File: src/sv/ifus_pkg.sv
`timescale 1ns / 1ps

package ifus_pkg;

  // Burst geometry: 23 bytes per frame, only bytes 0 to 20 carry fields.
  localparam int FRAME_BYTES = 23;
  localparam int FIELD_BYTES = 21;
  localparam int POS_W       = 5;
  localparam logic [POS_W-1:0] LAST_POS = POS_W'(FRAME_BYTES - 1);

  // Byte offsets inside the burst.
  localparam int ACCEL_BASE  = 0;
  localparam int GYRO_BASE   = 6;
  localparam int TEMP_BASE   = 12;
  localparam int STATUS_BYTE = 14;
  localparam int MAG_BASE    = 15;

  // Datapath widths: 16-bit count times 32-bit unsigned Q8.24 gain.
  localparam int COUNT_W    = 16;
  localparam int GAIN_W     = 32;
  localparam int Q_W        = 32;
  localparam int PROD_W     = COUNT_W + GAIN_W + 1;
  localparam int FRAC_SHIFT = 8;
  localparam int SHR_W      = PROD_W - FRAC_SHIFT;

  localparam int LANES  = 10;
  localparam int OUT_W  = LANES * Q_W;

  // Configuration register indexes.
  localparam int CFG_ADDR_W = 3;
  localparam logic [CFG_ADDR_W-1:0] REG_ACCEL_GAIN  = 3'd0;
  localparam logic [CFG_ADDR_W-1:0] REG_GYRO_GAIN   = 3'd1;
  localparam logic [CFG_ADDR_W-1:0] REG_MAG_GAIN    = 3'd2;
  localparam logic [CFG_ADDR_W-1:0] REG_TEMP_GAIN   = 3'd3;
  localparam logic [CFG_ADDR_W-1:0] REG_TEMP_OFFSET = 3'd4;

  // Register reset values.
  localparam logic [GAIN_W-1:0]     ACCEL_GAIN_RST  = 32'd80365;
  localparam logic [GAIN_W-1:0]     GYRO_GAIN_RST   = 32'd17855;
  localparam logic [GAIN_W-1:0]     MAG_GAIN_RST    = 32'd2516582;
  localparam logic [GAIN_W-1:0]     TEMP_GAIN_RST   = 32'd50251;
  localparam logic signed [Q_W-1:0] TEMP_OFFSET_RST = 32'sd1376256;

  // Saturation limits of signed Q16.16, held at the width of the shifted product.
  localparam logic signed [SHR_W-1:0] SAT_HI = SHR_W'(64'sd2147483647);
  localparam logic signed [SHR_W-1:0] SAT_LO = SHR_W'(-64'sd2147483648);

  // Load strobes for the two register stages of every scaling lane.
  typedef struct packed {
    logic prod_load;
    logic out_load;
  } pipe_ctrl_t;

  // Clamp a wide signed value into signed Q16.16.
  function automatic logic signed [Q_W-1:0] sat_q(input logic signed [SHR_W-1:0] v);
    logic signed [Q_W-1:0] r;
    if (v > SAT_HI) begin
      r = SAT_HI[Q_W-1:0];
    end else if (v < SAT_LO) begin
      r = SAT_LO[Q_W-1:0];
    end else begin
      r = v[Q_W-1:0];
    end
    return r;
  endfunction

endpackage

File: src/sv/ifus_scale.sv
`timescale 1ns / 1ps

module ifus_scale import ifus_pkg::*; (
  input  logic                     clk,
  input  pipe_ctrl_t               ctrl,
  input  logic signed [COUNT_W-1:0] count,
  input  logic [GAIN_W-1:0]        gain,
  input  logic signed [Q_W-1:0]    offset,
  output logic signed [Q_W-1:0]    result
);

  logic signed [PROD_W-1:0] mul;
  logic signed [PROD_W-1:0] prod;
  logic signed [SHR_W-1:0]  shifted;
  logic signed [Q_W-1:0]    scaled;
  logic signed [SHR_W-1:0]  sum;

  // The gain is unsigned, so it enters the signed multiply with a zero on top.
  assign mul = count * $signed({1'b0, gain});

  always_ff @(posedge clk) begin
    if (ctrl.prod_load) begin
      prod <= mul;
    end
  end

  // Dropping the low bits of a signed value rounds toward minus infinity.
  assign shifted = $signed(prod[PROD_W-1:FRAC_SHIFT]);
  assign scaled  = sat_q(shifted);
  assign sum     = SHR_W'(scaled) + SHR_W'(offset);

  always_ff @(posedge clk) begin
    if (ctrl.out_load) begin
      result <= sat_q(sum);
    end
  end

endmodule

File: config.mk
export PLATFORM = sky130hd
export DESIGN_NAME = ifus_scale
export DESIGN_NICKNAME = d
export VERILOG_FILES = /design/src/sv/ifus_pkg.sv /design/src/sv/ifus_scale.sv
export SDC_FILE = /design/constraint.sdc
export NUM_CORES = 1
export LEC_CHECK = 0
export BUFFER_PORTS_ARGS = -buffer_cell sky130_fd_sc_hd__buf_2
export CAP_MARGIN = 25
export CORE_MARGIN = 2
export CORE_UTILIZATION = 59
export DETAILED_ROUTE_END_ITERATION = 8
export GPL_TIMING_DRIVEN = 0
export PLACE_DENSITY = 0.92
export REMOVE_ABC_BUFFERS = 1
export SYNTH_ARGS = -nofsm -noshare
export SYNTH_HDL_FRONTEND = slang
export SYNTH_SLANG_ARGS = --single-unit
File: constraint.sdc
create_clock -name clk -period 6.8 [get_ports clk]
set_clock_uncertainty 0.05 [all_clocks]
set_input_delay 0.68 -clock clk [delete_from_list [all_inputs] [get_ports clk]]
set_output_delay 0.68 -clock clk [all_outputs]
set_load 0.005 [all_outputs]
==> flow_metrics.py <==
metrics = {
    "yosys": {
        "syn_inst": 2317,
        "synth_top_cell_by_area": "fa_1",
        "synthAdderAreaFrac": 0.508,
        "yosysSeqAreaShare": 0.104,
        "synth.most_common_cell": "inv_1",
        "netlist_top_cells_count": "528 x inv_1, 418 x fa_1, 308 x nand2_1",
        "synth_compound_area_frac": 0.0874,
        "synth_xor_area_frac": 0.0301,
        "synth_edf_count": 73,
        "ys_warn_count": 0,
        "yosys.area_share.simple": 0.155,
        "yosys_most_used_dff": "edfxtp_1",
        "synthArstFlopShare": 0,
        "synthMuxAreaShare": 0,
        "synth_top_area_share": 0.398,
        "ys_types": 74,
        "synth-seq-cells": 73,
        "syn_area_per_cell_um2": 9.07,
        "synthesis.area_mm2": 0.0210,
        "synth.area.top_cells": "fa_1 40%, ha_1 11%, edfxtp_1 10%, inv_1 9.4%, and2_1 6.4%",
        "synth_top_family_by_area": "adder cells",
    },
    "timing": {
        "setup_viol": 0,
        "hold_viol_final": 0,
        "fin_crit_sh": 0.985,
        "slew_headroom": 0.394,
        "finalCriticalPeriod_ns": 6.70,
        "worstMarginPinSlew_ns": 0.909,
        "whs_ns": 0.800,
        "drv_slew": 0,
        "fmax_ghz": 0.149,
    },
    "drt": {
        "totalWireLength_um": 53500,
        "viasPerCell": 5.84,
        "drtAntennaViolNets": 0,
        "wl_per_cell_um": 19.0,
        "vias": 16440,
        "drtPass1Iterations": 5,
        "route.detailed.drc": 0,
        "drt_iter0_markers": 1182,
    },
    "clock_tree": {
        "clock_sinks": 73,
        "cts_tree": "yes",
        "clk_pin_slew_worst_paths_ns": 0.06,
        "clockBufferDepth": 2,
        "cts_root_buffer": "clkbuf_16",
        "clk_latency_ns": 0.34,
        "numCtsBuffers": 9,
        "cts_hold_buf": 0,
        "cts-htree-levels": 3,
    },
    "floorplan": {
        "core_mm2": 0.0353,
        "initial_core_util": 0.595,
        "die_h_um": 193,
        "die_area_mm2": 0.0372,
        "die_w_um": 193,
        "std_cell_rows": 69,
        "num_io_pins": 115,
    },
    "critical_path": {
        "worstPathRequired_ns": 6.83,
        "critPathLaunchType": "input port",
        "arrival_ns": 6.73,
        "critical_path.max_fanout": 15,
        "critPathTopFamily": "adder cells",
        "slowest_delay_ns": 0.55,
        "worstSetupPathType": "input port to flip-flop",
        "end_kind": "flip-flop",
        "worst_path_max_delay_cell": "fa_1",
        "crit_buf_inv": 5,
        "crit_top_cell": "fa_1",
        "cp_cell_sequence": "buf_2, and2_1, fa_1, inv_1, fa_1, inv_1, ha_1, fa_1, inv_1, fa_1, fa_1, inv_1, ha_1, nand2_1, o21ai_0, o31ai_1, a311oi_2, nor3_2, o311a_1, o21bai_2, a221oi_1, xnor2_1",
    },
    "placement": {
        "gp_routability_congestion": 0.893,
        "port_buffers": 114,
        "hpwl_um": 40800,
    },
    "finish": {
        "num-fill-cells": 2725,
        "regArea_mm2": 0.00219,
        "drive_gt1_frac": 0.0816,
        "multiInputGateArea_mm2": 0.0165,
        "layout-area-overhead-vs-synth_pct": 6.53,
        "layout.nets": 3031,
        "diodes": 0,
    },
    "run": {
        "drv_cap": 0,
    },
    "worst_hold_path": {
        "hold_path.class": "input port to flip-flop",
    },
    "grt": {
        "grt_pass1_wl_um": 87000,
        "track_usage": 0.300,
        "antenna_found_initial": 0,
        "grt_pass1_vias": 18053,
        "grt_overflow_total": 0,
        "grt_max_degree": 42,
    },
    "outcome": {
        "outcome": "finished clean",
    },
}
## worst paths after layout
check / slack, ns / end / from / cells after the start
worst max-delay path: 0.10 / prod[39] / gain[1] / 22
worst min-delay path: 0.80 / result[0] / offset[0] / 4
worst min register to register: 0.83 / result[0] / prod[8] / 4
worst max register to register: 2.09 / result[2] / prod[41] / 15
## flip-flops by register name, indices dropped and copies added, names as in the netlist
| signal | cells |
|---|---|
| prod | 41 |
| result | 32 |
## worst min-delay path: cells and delay by family
kind,cells,cell delay [ns]
fa+ha+maj,1,0.16
simple gates,1,0.06
buf+inv,1,0.08
compound gates,1,0.09
## stage by stage
step	setup slack, ns	std cells	utilization	TNS (ns)	instance area (um^2)
2_1_floorplan	0.269	2213	-	0	20600
3_3_place_gp	-0.981	2788	0.616	-17.13	21700
3_5_place_dp	-0.714	2791	0.618	-10.78	21800
4_1_cts	0.0166	2808	0.628	0	22200
5_1_grt	-0.0582	2813	0.634	-0.155	22400
6_report	0.104	2813	0.634	0	22400
## what timing repair did
action / 4_1_cts / 5_1_grt
resized for setup: 24 / 58
pin swaps: 0 / 8
endpoints found under the setup margin: 16 / 14
buffers inserted: 1 / 5
## layer usage
metal	vias to the layer above	GRT usage	part of all wire	routed length (um)
met5	-	0	0	0
met4	0	0.165	0.054	2880
met3	269	0.0487	0.088	4710
met2	932	0.520	0.50	26900
met1	8137	0.357	0.36	19000
li1	7102	-	-	-
## layout make-up
| cell class | count | area share |
|---|---|---|
| sequential | 73 | 0.0979 |
| clock inverter | 6 | 0.00190 |
| multi-input combinational | 1612 | 0.738 |
| timing repair buffer | 123 | 0.0373 |
| clock buffer | 10 | 0.0102 |
| inverter | 528 | 0.0887 |
| tap | 461 | 0.0258 |
## layout by cell type (no fill, tap or decap), types with 42 or more instances in the layout
cell type  netlist  routed
buf_2            8      80
ha_1           183     173
edfxtp_1        73      73
a21oi_1         88      84
xnor2_1         43      43
nand2_1        308     307
and2_1         216     216
o21ai_0         42      42
nor2_1          53      52
inv_1          528     527
fa_1           418     418
## cells by family after synthesis
logic type | count (synthesis)
AND/OR/NAND/NOR | 664
buffers and inverters | 632
flip-flops | 73
AO/OA/AOI/OAI | 274
adder cells (fa/ha/maj) | 604
XOR/XNOR | 70
Power is left out: the tool's default activity adds up to more than one toggle a clock period on the data nets, which glitch-free logic cannot reach.
